### src/rtl/core/filtered_audio_rms_level_detector_macros.svh
// Assertion macros used by the level detector
`ifndef FILTERED_AUDIO_RMS_LEVEL_DETECTOR_MACROS_SVH
`define FILTERED_AUDIO_RMS_LEVEL_DETECTOR_MACROS_SVH
// implication checked on every edge outside reset
`define FARLD_ASSERT_IMP(label, rst_n, a, b) \
	label: assert property (@(posedge clk) disable iff (!rst_n) (a) |-> (b)) \
		else $error("check failed");
// next-cycle implication
`define FARLD_ASSERT_NXT(label, rst_n, a, b) \
	label: assert property (@(posedge clk) disable iff (!rst_n) (a) |=> (b)) \
		else $error("check failed");
`endif

### src/rtl/core/farld_pkg.sv
// Package: constants and types for the level detector
`default_nettype none
package farld_pkg;
	localparam int MAX_BLOCK_FRAMES = 256;
	localparam int COEF_FRAC_BITS   = 16;
	localparam int SUM_W            = 41;
	localparam int CNT_W            = 13;
	localparam logic [15:0] HP_COEF_RST = 16'd61866;
	localparam logic [15:0] LP_COEF_RST = 16'd40042;
	localparam logic [7:0]  GAIN_RST    = 8'd64;
	localparam logic [15:0] THR_RST     = 16'd500;
	localparam logic [15:0] SCALE_RST   = 16'd150;
	localparam logic [7:0]  BMAX_RST    = 8'd50;
	localparam logic [2:0] REG_HP = 3'd0;
	localparam logic [2:0] REG_LP = 3'd1;
	localparam logic [2:0] REG_GAIN = 3'd2;
	localparam logic [2:0] REG_THR = 3'd3;
	localparam logic [2:0] REG_SCALE = 3'd4;
	localparam logic [2:0] REG_BMAX = 3'd5;
	typedef struct packed {
		logic [15:0] hp_coef;
		logic [15:0] lp_coef;
		logic [7:0]  gain;
		logic [15:0] thr;
		logic [15:0] scale;
		logic [7:0]  bmax;
	} cfg_t;
endpackage
`default_nettype wire

### src/rtl/core/filtered_audio_rms_level_detector.sv
// A plain frame holds in_ready low through four 24-bit shift-and-add multiplies in one
// shared unit, followed by the accumulate state.
// A last frame then runs a 41-bit division and a 21-bit root, and then the bar steps
// (up to bar_max subtractions) before out_valid rises.
// Throughput: one frame at a time; in_ready is low from transfer until the block is idle.
// Reset clears filter state, accumulator, count and sets registers to defaults.
`default_nettype none
`include "filtered_audio_rms_level_detector_macros.svh"
module filtered_audio_rms_level_detector #(
	parameter int MAX_BLOCK_FRAMES = farld_pkg::MAX_BLOCK_FRAMES,
	parameter int COEF_FRAC_BITS = farld_pkg::COEF_FRAC_BITS
) (
	input  wire logic               clk,
	input  wire logic               arst_n,
	input  wire logic               psel,
	input  wire logic               penable,
	input  wire logic               pwrite,
	input  wire logic [4:0]         paddr,
	input  wire logic [31:0]        pwdata,
	output logic [31:0]             prdata,
	output logic                    pready,
	input  wire logic               in_valid,
	output logic                    in_ready,
	input  wire logic signed [31:0] left_sample,
	input  wire logic signed [31:0] right_sample,
	input  wire logic               last_of_block,
	output logic                    out_valid,
	input  wire logic               out_ready,
	output logic [15:0]             level_rms,
	output logic [7:0]              bar_length,
	output logic                    speech_detected
);
	localparam int SW = farld_pkg::SUM_W;
	localparam int NW = farld_pkg::CNT_W;
	localparam int MW = 48;
	localparam int BW = 24;
	localparam logic signed [MW-1:0] S32MAX = MW'(64'sh7FFFFFFF);
	localparam logic signed [MW-1:0] S32MIN = -MW'(64'sh80000000);

	typedef enum logic [3:0] {
		ST_IDLE, ST_HP, ST_HPW, ST_LP, ST_LPW, ST_G1, ST_G1W, ST_G2, ST_G2W,
		ST_ACC, ST_DIV, ST_DIVW, ST_SQW, ST_BAR, ST_BARW, ST_OUT
	} state_t;
	state_t state_q;
	farld_pkg::cfg_t cfg_q;

	logic signed [31:0] hp_in_q, hp_out_q, lp_out_q, x_q;
	logic [SW-1:0] sum_q;
	logic [NW-1:0] cnt_q;
	logic last_q;
	logic signed [MW-1:0] opa_q, t_q;
	logic [BW-1:0] opb_q;
	logic mstart_q, dstart_q, sstart_q;
	logic [SW-1:0] dnum_q;
	logic [NW-1:0] dden_q;
	logic [15:0] rms_q;
	logic [15:0] val_q;
	logic neg_q;

	logic mdone, ddone, sdone;
	logic signed [MW+BW-1:0] mprod;
	logic [SW-1:0] dquo;
	logic [20:0] sroot;

	farld_serial_mul #(.AW(MW), .BW(BW)) u_mul (
		.clk, .arst_n, .start(mstart_q), .a(opa_q), .b(opb_q), .done(mdone), .prod(mprod));
	farld_serial_div #(.NW(SW), .DW(NW)) u_div (
		.clk, .arst_n, .start(dstart_q), .num(dnum_q), .den(dden_q), .done(ddone), .quo(dquo));
	farld_serial_sqrt #(.NW(SW + 1)) u_sqrt (
		.clk, .arst_n, .start(sstart_q), .num({1'b0, dquo}), .done(sdone), .root(sroot));

	// selection of the louder channel
	logic [32:0] mag_l, mag_r;
	logic signed [31:0] pick;
	always_comb begin
		mag_l = left_sample[31] ? 33'(-{left_sample[31], left_sample}) : 33'(left_sample);
		mag_r = right_sample[31] ? 33'(-{right_sample[31], right_sample}) : 33'(right_sample);
		pick = (mag_l > mag_r) ? left_sample : right_sample;
	end

	logic signed [MW-1:0] shifted, sat;
	always_comb begin
		shifted = MW'(mprod >>> COEF_FRAC_BITS);
		sat = shifted;
	end
	function automatic logic signed [31:0] sat32(input logic signed [MW-1:0] v);
		if (v > S32MAX) return 32'sh7FFFFFFF;
		if (v < S32MIN) return 32'sh80000000;
		return v[31:0];
	endfunction

	logic [31:0] sq_full;
	logic [SW:0] sum_next;
	always_comb begin
		sq_full = 32'(val_q) * 32'(val_q);
		sum_next = {1'b0, sum_q} + (SW+1)'(sq_full);
	end

	assign pready = 1'b1;
	assign in_ready = (state_q == ST_IDLE);
	always_comb begin
		unique case (paddr[4:2])
			farld_pkg::REG_HP: prdata = 32'(cfg_q.hp_coef);
			farld_pkg::REG_LP: prdata = 32'(cfg_q.lp_coef);
			farld_pkg::REG_GAIN: prdata = 32'(cfg_q.gain);
			farld_pkg::REG_THR: prdata = 32'(cfg_q.thr);
			farld_pkg::REG_SCALE: prdata = 32'(cfg_q.scale);
			farld_pkg::REG_BMAX: prdata = 32'(cfg_q.bmax);
			default: prdata = '0;
		endcase
	end

	always_ff @(posedge clk or negedge arst_n) begin
		if (!arst_n) begin
			cfg_q <= '{farld_pkg::HP_COEF_RST, farld_pkg::LP_COEF_RST, farld_pkg::GAIN_RST,
				farld_pkg::THR_RST, farld_pkg::SCALE_RST, farld_pkg::BMAX_RST};
		end else if (psel && penable && pwrite) begin
			unique case (paddr[4:2])
				farld_pkg::REG_HP: cfg_q.hp_coef <= pwdata[15:0];
				farld_pkg::REG_LP: cfg_q.lp_coef <= pwdata[15:0];
				farld_pkg::REG_GAIN: cfg_q.gain <= pwdata[7:0];
				farld_pkg::REG_THR: cfg_q.thr <= pwdata[15:0];
				farld_pkg::REG_SCALE: cfg_q.scale <= pwdata[15:0];
				farld_pkg::REG_BMAX: cfg_q.bmax <= pwdata[7:0];
				default: ;
			endcase
		end
	end

	always_ff @(posedge clk or negedge arst_n) begin
		if (!arst_n) begin
			state_q <= ST_IDLE;
			hp_in_q <= '0;
			hp_out_q <= '0;
			lp_out_q <= '0;
			sum_q <= '0;
			cnt_q <= '0;
			out_valid <= 1'b0;
			mstart_q <= 1'b0;
			dstart_q <= 1'b0;
			sstart_q <= 1'b0;
		end else begin
			mstart_q <= 1'b0;
			dstart_q <= 1'b0;
			sstart_q <= 1'b0;
			unique case (state_q)
				ST_IDLE: if (in_valid) begin
					x_q <= 32'(pick >>> 8);
					last_q <= last_of_block;
					state_q <= ST_HP;
				end
				ST_HP: begin
					opa_q <= MW'(hp_out_q) + MW'(x_q) - MW'(hp_in_q);
					opb_q <= BW'(cfg_q.hp_coef);
					hp_in_q <= x_q;
					mstart_q <= 1'b1;
					state_q <= ST_HPW;
				end
				ST_HPW: if (mdone) begin
					hp_out_q <= sat32(sat);
					state_q <= ST_LP;
				end
				ST_LP: begin
					opa_q <= MW'(hp_out_q) - MW'(lp_out_q);
					opb_q <= BW'(cfg_q.lp_coef);
					mstart_q <= 1'b1;
					state_q <= ST_LPW;
				end
				ST_LPW: if (mdone) begin
					lp_out_q <= sat32(MW'(lp_out_q) + shifted);
					state_q <= ST_G1;
				end
				ST_G1: begin
					opa_q <= MW'(lp_out_q);
					opb_q <= BW'(cfg_q.gain);
					mstart_q <= 1'b1;
					state_q <= ST_G1W;
				end
				ST_G1W: if (mdone) begin
					t_q <= MW'(mprod);
					state_q <= ST_G2;
				end
				ST_G2: begin
					// multiply the magnitude so truncation goes toward zero
					neg_q <= t_q[MW-1];
					opa_q <= t_q[MW-1] ? -t_q : t_q;
					opb_q <= BW'(32767);
					mstart_q <= 1'b1;
					state_q <= ST_G2W;
				end
				ST_G2W: if (mdone) begin
					if (mprod[MW+BW-1:23] > (MW+BW-23)'(32767))
						val_q <= neg_q ? 16'd32767 : 16'd32767;
					else
						val_q <= 16'(mprod[38:23]);
					if (neg_q && mprod[MW+BW-1:23] >= (MW+BW-23)'(32768))
						val_q <= 16'd32768;
					state_q <= ST_ACC;
				end
				ST_ACC: begin
					if (32'(cnt_q) < MAX_BLOCK_FRAMES) begin
						sum_q <= sum_next[SW] ? '1 : sum_next[SW-1:0];
						cnt_q <= cnt_q + 1'b1;
					end
					state_q <= last_q ? ST_DIV : ST_IDLE;
				end
				ST_DIV: begin
					dnum_q <= sum_q;
					dden_q <= cnt_q;
					dstart_q <= 1'b1;
					state_q <= ST_DIVW;
				end
				ST_DIVW: if (ddone) begin
					sstart_q <= 1'b1;
					state_q <= ST_SQW;
				end
				ST_SQW: if (sdone) begin
					rms_q <= 16'(sroot);
					state_q <= ST_BAR;
				end
				ST_BAR: begin
					dnum_q <= SW'(rms_q);
					dden_q <= NW'(0);
					state_q <= ST_BARW;
					opa_q <= '0;
				end
				ST_BARW: begin
					// bar = rms / scale by repeated subtraction, capped at bmax
					if (cfg_q.scale == 16'd0 || opa_q[7:0] == cfg_q.bmax ||
							MW'(dnum_q) < MW'(cfg_q.scale)) begin
						level_rms <= rms_q;
						bar_length <= opa_q[7:0];
						speech_detected <= rms_q > cfg_q.thr;
						if (cfg_q.scale == 16'd0) bar_length <= cfg_q.bmax;
						out_valid <= 1'b1;
						sum_q <= '0;
						cnt_q <= '0;
						state_q <= ST_OUT;
					end else begin
						dnum_q <= dnum_q - SW'(cfg_q.scale);
						opa_q <= opa_q + 1'b1;
					end
				end
				ST_OUT: if (out_ready) begin
					out_valid <= 1'b0;
					state_q <= ST_IDLE;
				end
				default: state_q <= ST_IDLE;
			endcase
		end
	end

	`FARLD_ASSERT_IMP(a_ready_idle, arst_n, in_ready, !out_valid)
	`FARLD_ASSERT_NXT(a_out_hold, arst_n, out_valid && !out_ready, out_valid && $stable(level_rms))
	`FARLD_ASSERT_IMP(a_cnt_cap, arst_n, 1'b1, 32'(cnt_q) <= MAX_BLOCK_FRAMES)
endmodule
`default_nettype wire

### src/rtl/core/farld_serial_mul.sv
// Shift-and-add multiplier: signed 48-bit multiplicand, unsigned multiplier, one bit a cycle
`default_nettype none
module farld_serial_mul #(
	parameter int AW = 48,
	parameter int BW = 16
) (
	input  wire logic                 clk,
	input  wire logic                 arst_n,
	input  wire logic                 start,
	input  wire logic signed [AW-1:0] a,
	input  wire logic [BW-1:0]        b,
	output logic                      done,
	output logic signed [AW+BW-1:0]   prod
);
	localparam int CW = $clog2(BW + 1);
	logic signed [AW+BW-1:0] acc_q, mcand_q;
	logic [BW-1:0] mplier_q;
	logic [CW-1:0] cnt_q;
	logic busy_q;
	always_ff @(posedge clk or negedge arst_n) begin
		if (!arst_n) begin
			busy_q <= 1'b0;
			cnt_q <= '0;
			done <= 1'b0;
		end else begin
			done <= 1'b0;
			if (start) begin
				busy_q <= 1'b1;
				cnt_q <= '0;
				acc_q <= '0;
				mcand_q <= (AW+BW)'(a);
				mplier_q <= b;
			end else if (busy_q) begin
				if (mplier_q[0]) acc_q <= acc_q + mcand_q;
				mcand_q <= mcand_q <<< 1;
				mplier_q <= mplier_q >> 1;
				if (cnt_q == CW'(BW - 1)) begin
					busy_q <= 1'b0;
					done <= 1'b1;
				end
				cnt_q <= cnt_q + 1'b1;
			end
		end
	end
	always_comb prod = acc_q;
endmodule
`default_nettype wire

### src/rtl/core/farld_serial_div.sv
// Restoring divider, one quotient bit a cycle
`default_nettype none
module farld_serial_div #(
	parameter int NW = 41,
	parameter int DW = 13
) (
	input  wire logic          clk,
	input  wire logic          arst_n,
	input  wire logic          start,
	input  wire logic [NW-1:0] num,
	input  wire logic [DW-1:0] den,
	output logic               done,
	output logic [NW-1:0]      quo
);
	localparam int CW = $clog2(NW + 1);
	logic [NW-1:0] q_q;
	logic [DW:0] rem_q;
	logic [CW-1:0] cnt_q;
	logic busy_q;
	logic [DW:0] trial;
	always_comb trial = {rem_q[DW-1:0], q_q[NW-1]};
	always_ff @(posedge clk or negedge arst_n) begin
		if (!arst_n) begin
			busy_q <= 1'b0;
			done <= 1'b0;
			cnt_q <= '0;
		end else begin
			done <= 1'b0;
			if (start) begin
				busy_q <= 1'b1;
				q_q <= num;
				rem_q <= '0;
				cnt_q <= '0;
			end else if (busy_q) begin
				if (trial >= {1'b0, den}) begin
					rem_q <= trial - {1'b0, den};
					q_q <= {q_q[NW-2:0], 1'b1};
				end else begin
					rem_q <= trial;
					q_q <= {q_q[NW-2:0], 1'b0};
				end
				if (cnt_q == CW'(NW - 1)) begin
					busy_q <= 1'b0;
					done <= 1'b1;
				end
				cnt_q <= cnt_q + 1'b1;
			end
		end
	end
	always_comb quo = q_q;
endmodule
`default_nettype wire

### src/rtl/core/farld_serial_sqrt.sv
// Bit-pair integer square root, one root bit a cycle
`default_nettype none
module farld_serial_sqrt #(
	parameter int NW = 42
) (
	input  wire logic            clk,
	input  wire logic            arst_n,
	input  wire logic            start,
	input  wire logic [NW-1:0]   num,
	output logic                 done,
	output logic [NW/2-1:0]      root
);
	localparam int RW = NW / 2;
	localparam int CW = $clog2(RW + 1);
	logic [NW-1:0] n_q;
	logic [RW+1:0] rem_q;
	logic [RW-1:0] r_q;
	logic [CW-1:0] cnt_q;
	logic busy_q;
	logic [RW+1:0] trial, sub;
	always_comb begin
		trial = {rem_q[RW-1:0], n_q[NW-1:NW-2]};
		sub = {r_q, 2'b01};
	end
	always_ff @(posedge clk or negedge arst_n) begin
		if (!arst_n) begin
			busy_q <= 1'b0;
			done <= 1'b0;
			cnt_q <= '0;
		end else begin
			done <= 1'b0;
			if (start) begin
				busy_q <= 1'b1;
				n_q <= num;
				rem_q <= '0;
				r_q <= '0;
				cnt_q <= '0;
			end else if (busy_q) begin
				n_q <= n_q << 2;
				if (trial >= sub) begin
					rem_q <= trial - sub;
					r_q <= {r_q[RW-2:0], 1'b1};
				end else begin
					rem_q <= trial;
					r_q <= {r_q[RW-2:0], 1'b0};
				end
				if (cnt_q == CW'(RW - 1)) begin
					busy_q <= 1'b0;
					done <= 1'b1;
				end
				cnt_q <= cnt_q + 1'b1;
			end
		end
	end
	always_comb root = r_q;
endmodule
`default_nettype wire
### config.mk
export PLATFORM = sky130hd
export DESIGN_NAME = filtered_audio_rms_level_detector
export DESIGN_NICKNAME = d
export VERILOG_FILES = /design/src/rtl/core/farld_pkg.sv /design/src/rtl/core/filtered_audio_rms_level_detector.sv /design/src/rtl/core/farld_serial_mul.sv /design/src/rtl/core/farld_serial_div.sv /design/src/rtl/core/farld_serial_sqrt.sv
export VERILOG_INCLUDE_DIRS = /design/src /design/src/rtl/core
export SDC_FILE = /design/constraint.sdc
export NUM_CORES = 2
export LEC_CHECK = 0
export BUFFER_PORTS_ARGS = -buffer_cell sky130_fd_sc_hd__clkbuf_2
export CORE_ASPECT_RATIO = 1.25
export CORE_MARGIN = 2
export CORE_UTILIZATION = 50
export CTS_CLUSTER_SIZE = 28
export DETAILED_ROUTE_END_ITERATION = 7
export GPL_ROUTABILITY_DRIVEN = 0
export PLACE_DENSITY = 0.71
export SYNTH_ARGS = -nofsm -noshare
export SYNTH_HDL_FRONTEND = slang
export SYNTH_HIERARCHICAL = 1
export SYNTH_SLANG_ARGS = --single-unit
### constraint.sdc
create_clock -name clk -period 11.95 [get_ports clk]
set_clock_uncertainty 0.1 [all_clocks]
set_input_delay 1.195 -clock clk [delete_from_list [all_inputs] [get_ports clk]]
set_output_delay 1.195 -clock clk [all_outputs]
set_load 0.05 [all_outputs]
Word-level counts from Yosys, hierarchy flattened --
Index checks and enable logic that the tools add are counted.
Operators by class: magnitude comparators 12, reduce and logical (&&, ||, !) cells 42, multipliers 1, $add $sub $neg 17, eq/ne operators 35, mux-type cells 101
Operator list (number):
- 32-bit two-way mux | 9
- 72-bit two-way mux | 4
- 48-bit case mux with 6 select lines | 1
- 41-bit two-way mux | 7
- 41-bit case mux with 3 select lines | 1
- 48-bit by 32-bit greater-than comparator with 1-bit output, second input constant | 2
- 48-bit by 32-bit less-than comparator with 1-bit output, second input constant | 2
- 48-bit two-way mux | 2
- 16-bit case mux with 6 select lines | 1
- 24-bit case mux with 4 select lines | 1
- 41-bit case mux with 2 select lines | 1
- 72-bit adder | 1
- 33-bit two-way mux | 2
- 33-bit negation | 2
- 4-bit case mux with 16 select lines | 1
- 13-bit case mux with 2 select lines | 2
- 49-bit by 16-bit >= comparator with 1-bit output, second input constant | 1
- 49-bit by 15-bit greater-than comparator with 1-bit output, second input constant | 1
- 32-bit by 48-bit adder with 48-bit output | 1
- 48-bit by 1-bit adder with 48-bit output, second input constant | 1
- 24-bit two-way mux | 2
- 48-bit negation | 1
- 23-bit two-way mux | 2
- 41-bit by 32-bit adder with 42-bit output | 1
- 52 further kinds | 159
Storage, ports and cells: flip-flop bits (word level) 818, word-level logic and storage cells 255, output and inout bits 60, bits of input ports 109

Depth between registers and ports, before layout --
depth in word-level cells 10, gate-level depth with buffers 27, mapped depth without buffers 26

Cells and area by module --
Netlist, hierarchy kept.
By module, submodules not included:
- filtered_audio_rms_level_detector | instances 1, cells each 4433, area each 41179.5 um^2, sequential area each 13271.5 um^2
- farld_serial_mul | instances 1, cells each 1205, area each 11908.9 um^2, sequential area each 5220.0 um^2
- farld_serial_sqrt | instances 1, cells each 476, area each 5365.1 um^2, sequential area each 2697.6 um^2
- farld_serial_div | instances 1, cells each 300, area each 3529.6 um^2, sequential area each 1821.7 um^2

Worst setup path before layout --
Ideal clock, no wire load.
path kind register to register, start reg val_q[9], end reg sum_q[38], cell stages (with the launch flop) 27, data required time 11751 ps, arrival 6600 ps, setup slack 5150 ps, cells stage by stage edfxtp_1 > clkbuf_1 > and2_1 > inv_1 > fa_1 > inv_1 > fa_1 > inv_1 > fa_1 > inv_1 > fa_1 > fa_1 > inv_1 > fa_1 > inv_1 > ha_1 > a21o_1 > a21o_1 > a21o_1 > a21oi_1 > o21a_1 > a21oi_1 > a221oi_1 > a2bb2oi_1 > a21oi_1 > nor2b_1 > a311oi_1
On the way: word-level cells in the longest chain between the ends 5
RTL lines:
- start, declared | RTL line filtered_audio_rms_level_detector.sv:57 | logic [15:0] val_q;
- start signal, assigned | RTL line filtered_audio_rms_level_detector.sv:193 | val_q <= neg_q ? 16'd32767 : 16'd32767;
- start signal, assigned | RTL line filtered_audio_rms_level_detector.sv:195 | val_q <= 16'(mprod[38:23]);
- 16-bit by 16-bit multiplier with 32-bit output | RTL line filtered_audio_rms_level_detector.sv:95 | sq_full = 32'(val_q) * 32'(val_q);
- 41-bit by 32-bit adder with 42-bit output | RTL line filtered_audio_rms_level_detector.sv:96 | sum_next = {1'b0, sum_q} + (SW+1)'(sq_full);
- 41-bit two-way mux | RTL line filtered_audio_rms_level_detector.sv:202 | sum_q <= sum_next[SW] ? '1 : sum_next[SW-1:0];
- 41-bit two-way mux | RTL line filtered_audio_rms_level_detector.sv:201 | if (32'(cnt_q) < MAX_BLOCK_FRAMES) begin
- 41-bit case mux with 2 select lines | RTL line filtered_audio_rms_level_detector.sv:146 | unique case (state_q)
- end signal, assigned | RTL line filtered_audio_rms_level_detector.sv:202
- end, declared | RTL line filtered_audio_rms_level_detector.sv:48 | logic [SW-1:0] sum_q;
No other way between the ends. The select of a mux whose other input is x is not followed. A chain may end at the register's enable or synchronous reset.

Worst setup path after layout --
start reg val_q[3], end reg sum_q[29]
Same word-level chain as after synthesis.

==> impl_metrics.json <==
{
  "met2_usage_grt_pct": 45.6,
  "crit_required_ns": 12.34,
  "synth_edf_count": 555,
  "grt_start_max_net_pins": 74,
  "cts.root.buffer_cell": "clkbuf_16",
  "grt_resource_usage_total_pct": 26.9,
  "slew_of_the_pin_with_the_lowest_slew_margin_ns": 1.31,
  "final_period_minus_worst_setup_slack_ns": 7.91,
  "most_crowded_layer_gr": "met2",
  "hold_class": "primary input to async pin",
  "pwr_density_cell_nw_per_um2": 107,
  "drt.antenna.violating_nets": 0,
  "antenna_found_initial": 7,
  "synth.lib_cells_used.distinct": 120,
  "layout.nets": 7201,
  "timing.max_slew.rel_slack_pct": 12.1,
  "grt_pass1_wl_mm": 271,
  "floorplan.die.width_um": 319,
  "report.final.setup_viol": 0,
  "mostFrequentLayoutCell": "inv_1",
  "cts_tree": "yes",
  "run_status": "finished, final reports clean",
  "peakVddDrop_mv": 0.114,
  "postCtsResizedCells": 0,
  "setup_tns_ns": 0,
  "clock_sinks": 807,
  "most_used_cells_in_the_layout_excluding_fill_and_tap_cells": "686 x inv_1, 629 x nand2_1, 555 x edfxtp_1",
  "htree_num_levels": 3,
  "post_route_cells_drive_above_1_share_pct": 11.5,
  "num_rows": 144,
  "overflow": 0,
  "drc": 0,
  "timing.final.hold_violations": 0,
  "p_leak_uw": 0.0288,
  "worst-setup-path-type": "flop to flop",
  "timing.critical_path.from_type": "flop",
  "routedWlPerCell_um": 21.1,
  "final_cell_count_no_fill": 8140,
  "core_box_area_um2": 123000,
  "ios": 169,
  "cts_post_setup_buffers_inserted": 0,
  "cap_viol_max_count": 0,
  "setup.worst_path.end_class": "flop",
  "postSynthRegisterBits": 807,
  "synth_area_um2": 62000,
  "layout_worst_path_cycle_share_pct": 66.2,
  "finalMaxSlewViolations": 0,
  "rsz0062_at_grt": "no",
  "placed_cells_incl_taps": 7972,
  "postRouteWirelength_mm": 172,
  "dr_total_vias": 49300,
  "count_of_port_buffers_added_during_placement": 133,
  "worstPathArrival_ns": 8.29,
  "worst-path-max-fanout": 15,
  "first_global_vias": 49400,
  "hold_buffers": 0,
  "drtIter0Drc": 4811,
  "synth-main-ff-cell": "edfxtp_1",
  "average_instance_area_after_synthesis_um2": 9.66,
  "yosysSeqAreaShare_pct": 37.1,
  "viasPerCell": 6.06,
  "post_synthesis_cell_count": 6414,
  "flow.area_growth_from_synthesis_pct": 8.71,
  "clock_pin_slew_on_the_worst_setup_and_hold_paths_ns": 0.07,
  "fin_total_pwr_uw": 7230,
  "cts_buffers": 88,
  "async_flop_share_pct": 31.2,
  "pre_antenna_drt_iters": 6,
  "clock_latency_reported_for_the_late_side_of_the_worst_skew_pair_ns": 0.73,
  "max_freq_mhz": 126,
  "dp.final_hpwl_mm": 130,
  "initial_core_util_pct": 50.4,
  "global_route.usage.met1_pct": 33.1,
  "grtUsageMet3_pct": 3.89,
  "die_h_um": 398,
  "hold_slack_ns": 0.296,
  "die_area_um2": 127000,
  "clockBufferDepth": 3,
  "synthesis.yosys.warnings": 6
}
==> power by group <==
group	total, uW	leakage [uW]	internal, uW	switching, uW
Sequential	3230	0.00830	3130	104
Combinational	1020	0.0190	408	608
Clock	2980	0.00150	1710	1270
==> per-layer routing <==
metal / wire length, um / part of all wire (%)
met5: 38 / 0.022
met4: 9750 / 5.7
met2: 82500 / 48
met3: 11800 / 6.9
met1: 67600 / 39
==> through the flow <==
step / instance area (um^2) / worst slack (ns) / utilization [%]
final: 67400 / 4.04 / 54.8
after global routing: 67400 / 3.68 / 54.8
after CTS: 67400 / 4.03 / 54.8
after detailed placement: 64200 / 4.15 / 52.2
after global placement: 64200 / 4.23 / 52.2
after floorplan: 62100 / 5.15 / -
==> worst max-delay path, stage by stage, from the launching register on <==
cell and delay [ns]:
edfxtp_1 0.72, inv_1 0.31, nor2_1 0.30, inv_1 0.10, fa_1 0.53, fa_1 0.45, fa_1 0.53, inv_1 0.06
fa_1 0.46, fa_1 0.55, inv_1 0.05, fa_1 0.52, inv_1 0.04, ha_1 0.35, a21o_1 0.20, a21o_1 0.17
a21oi_1 0.25, o21ai_0 0.14, a21oi_1 0.27, a211oi_1 0.15, o2111ai_1 0.30, a21oi_1 0.13, nor2_1 0.80, a21oi_1 0.15
==> cell type report <==
class	instances	area, um^2
fillers	10700	55700
multi-input cells	4663	35400
flip-flops and latches	807	23000
inverters	688	2580
clock buffers	107	2370
well taps	1606	2010
repair buffers	208	1240
clock inverters	59	786
diodes	2	5.00
==> kinds of logic (layout without fill, tap and decap cells) <==
| group | after synthesis | after routing | share of synthesized area, % |
|---|---|---|---|
| buffers and inverters | 970 | 1062 | 6.20 |
| and+or+nand+nor | 1748 | 1748 | 13.5 |
| DFF | 807 | 807 | 37.1 |
| adders and majority gates | 636 | 636 | 15.6 |
| xor gates and xnor gates | 392 | 392 | 5.54 |
| other | 2 | 30 | 0.0121 |
| AOI/OAI and AO/OA | 1533 | 1533 | 16.1 |
| muxes | 326 | 326 | 5.85 |
==> sequential cells by signal, summed over array words and instances (netlist names), 16 cells and up <==
| name | cells |
|---|---|
| opb_q | 16 |
| t_q | 48 |
| u_mul/mplier_q | 24 |
| level_rms | 16 |
| dnum_q | 41 |
| x_q | 24 |
| lp_out_q | 32 |
| u_sqrt/rem_q | 21 |
| opa_q | 48 |
| u_div/quo | 41 |
| u_mul/prod | 72 |
| hp_in_q | 24 |
| hp_out_q | 32 |
| u_sqrt/n_q | 42 |
| u_sqrt/root | 21 |
| rms_q | 16 |
| cfg_q | 80 |
| u_mul/mcand_q | 72 |
| sum_q | 41 |
| val_q | 16 |
==> path summary, 6_finish.rpt <==
check                      slack [ns]        endpoint  depth (start not counted)            from
hold / removal                   0.30       cfg_q[37]                          1          arst_n
setup / recovery                 4.04       sum_q[29]                         23        val_q[3]
min in group clk                 0.39  u_sqrt/n_q[30]                          1  u_sqrt/n_q[28]
hold reg to reg                  0.39  u_sqrt/n_q[30]                          1  u_sqrt/n_q[28]
setup reg to reg                 4.04       sum_q[29]                         23        val_q[3]
max in group asynchronous        8.59     hp_in_q[13]                          4          arst_n
==> Yosys cell counts (all sizes together), types with 17 or more instances <==
| cell | count | area (um^2) |
|---|---|---|
| a2111oi | 17 | 205 |
| a21o | 135 | 1020 |
| a211oi | 44 | 343 |
| o21bai | 47 | 357 |
| a311oi | 20 | 188 |
| o211ai | 30 | 235 |
| mux2i | 63 | 631 |
| clkbuf | 225 | 906 |
| o221ai | 36 | 315 |
| o41ai | 25 | 226 |
| a22oi | 51 | 383 |
| xnor2 | 215 | 1880 |
| dfstp | 31 | 815 |
| a31oi | 29 | 188 |
| xor2 | 177 | 1550 |
| a221oi | 27 | 243 |
| a21oi | 446 | 2230 |
| nand2b | 65 | 407 |
| nand2 | 631 | 2370 |
| dfrtp | 221 | 5530 |
| and3 | 51 | 329 |
| mux2 | 260 | 2930 |
| nand4 | 89 | 557 |
| o21ai | 356 | 1790 |
| o21a | 49 | 369 |
| o31ai | 54 | 424 |
| nor3 | 77 | 385 |
| inv | 686 | 2570 |
| and2 | 83 | 522 |
| or3 | 50 | 317 |
| nor4 | 51 | 349 |
| fa | 231 | 4620 |
| o22ai | 33 | 206 |
| edfxtp | 555 | 16700 |
| nor2 | 373 | 1400 |
| ha | 405 | 5070 |
| nand3 | 126 | 631 |
| buf | 54 | 324 |
| or4 | 33 | 259 |
| nor2b | 57 | 357 |
Power figures use the tool's default switching activity.
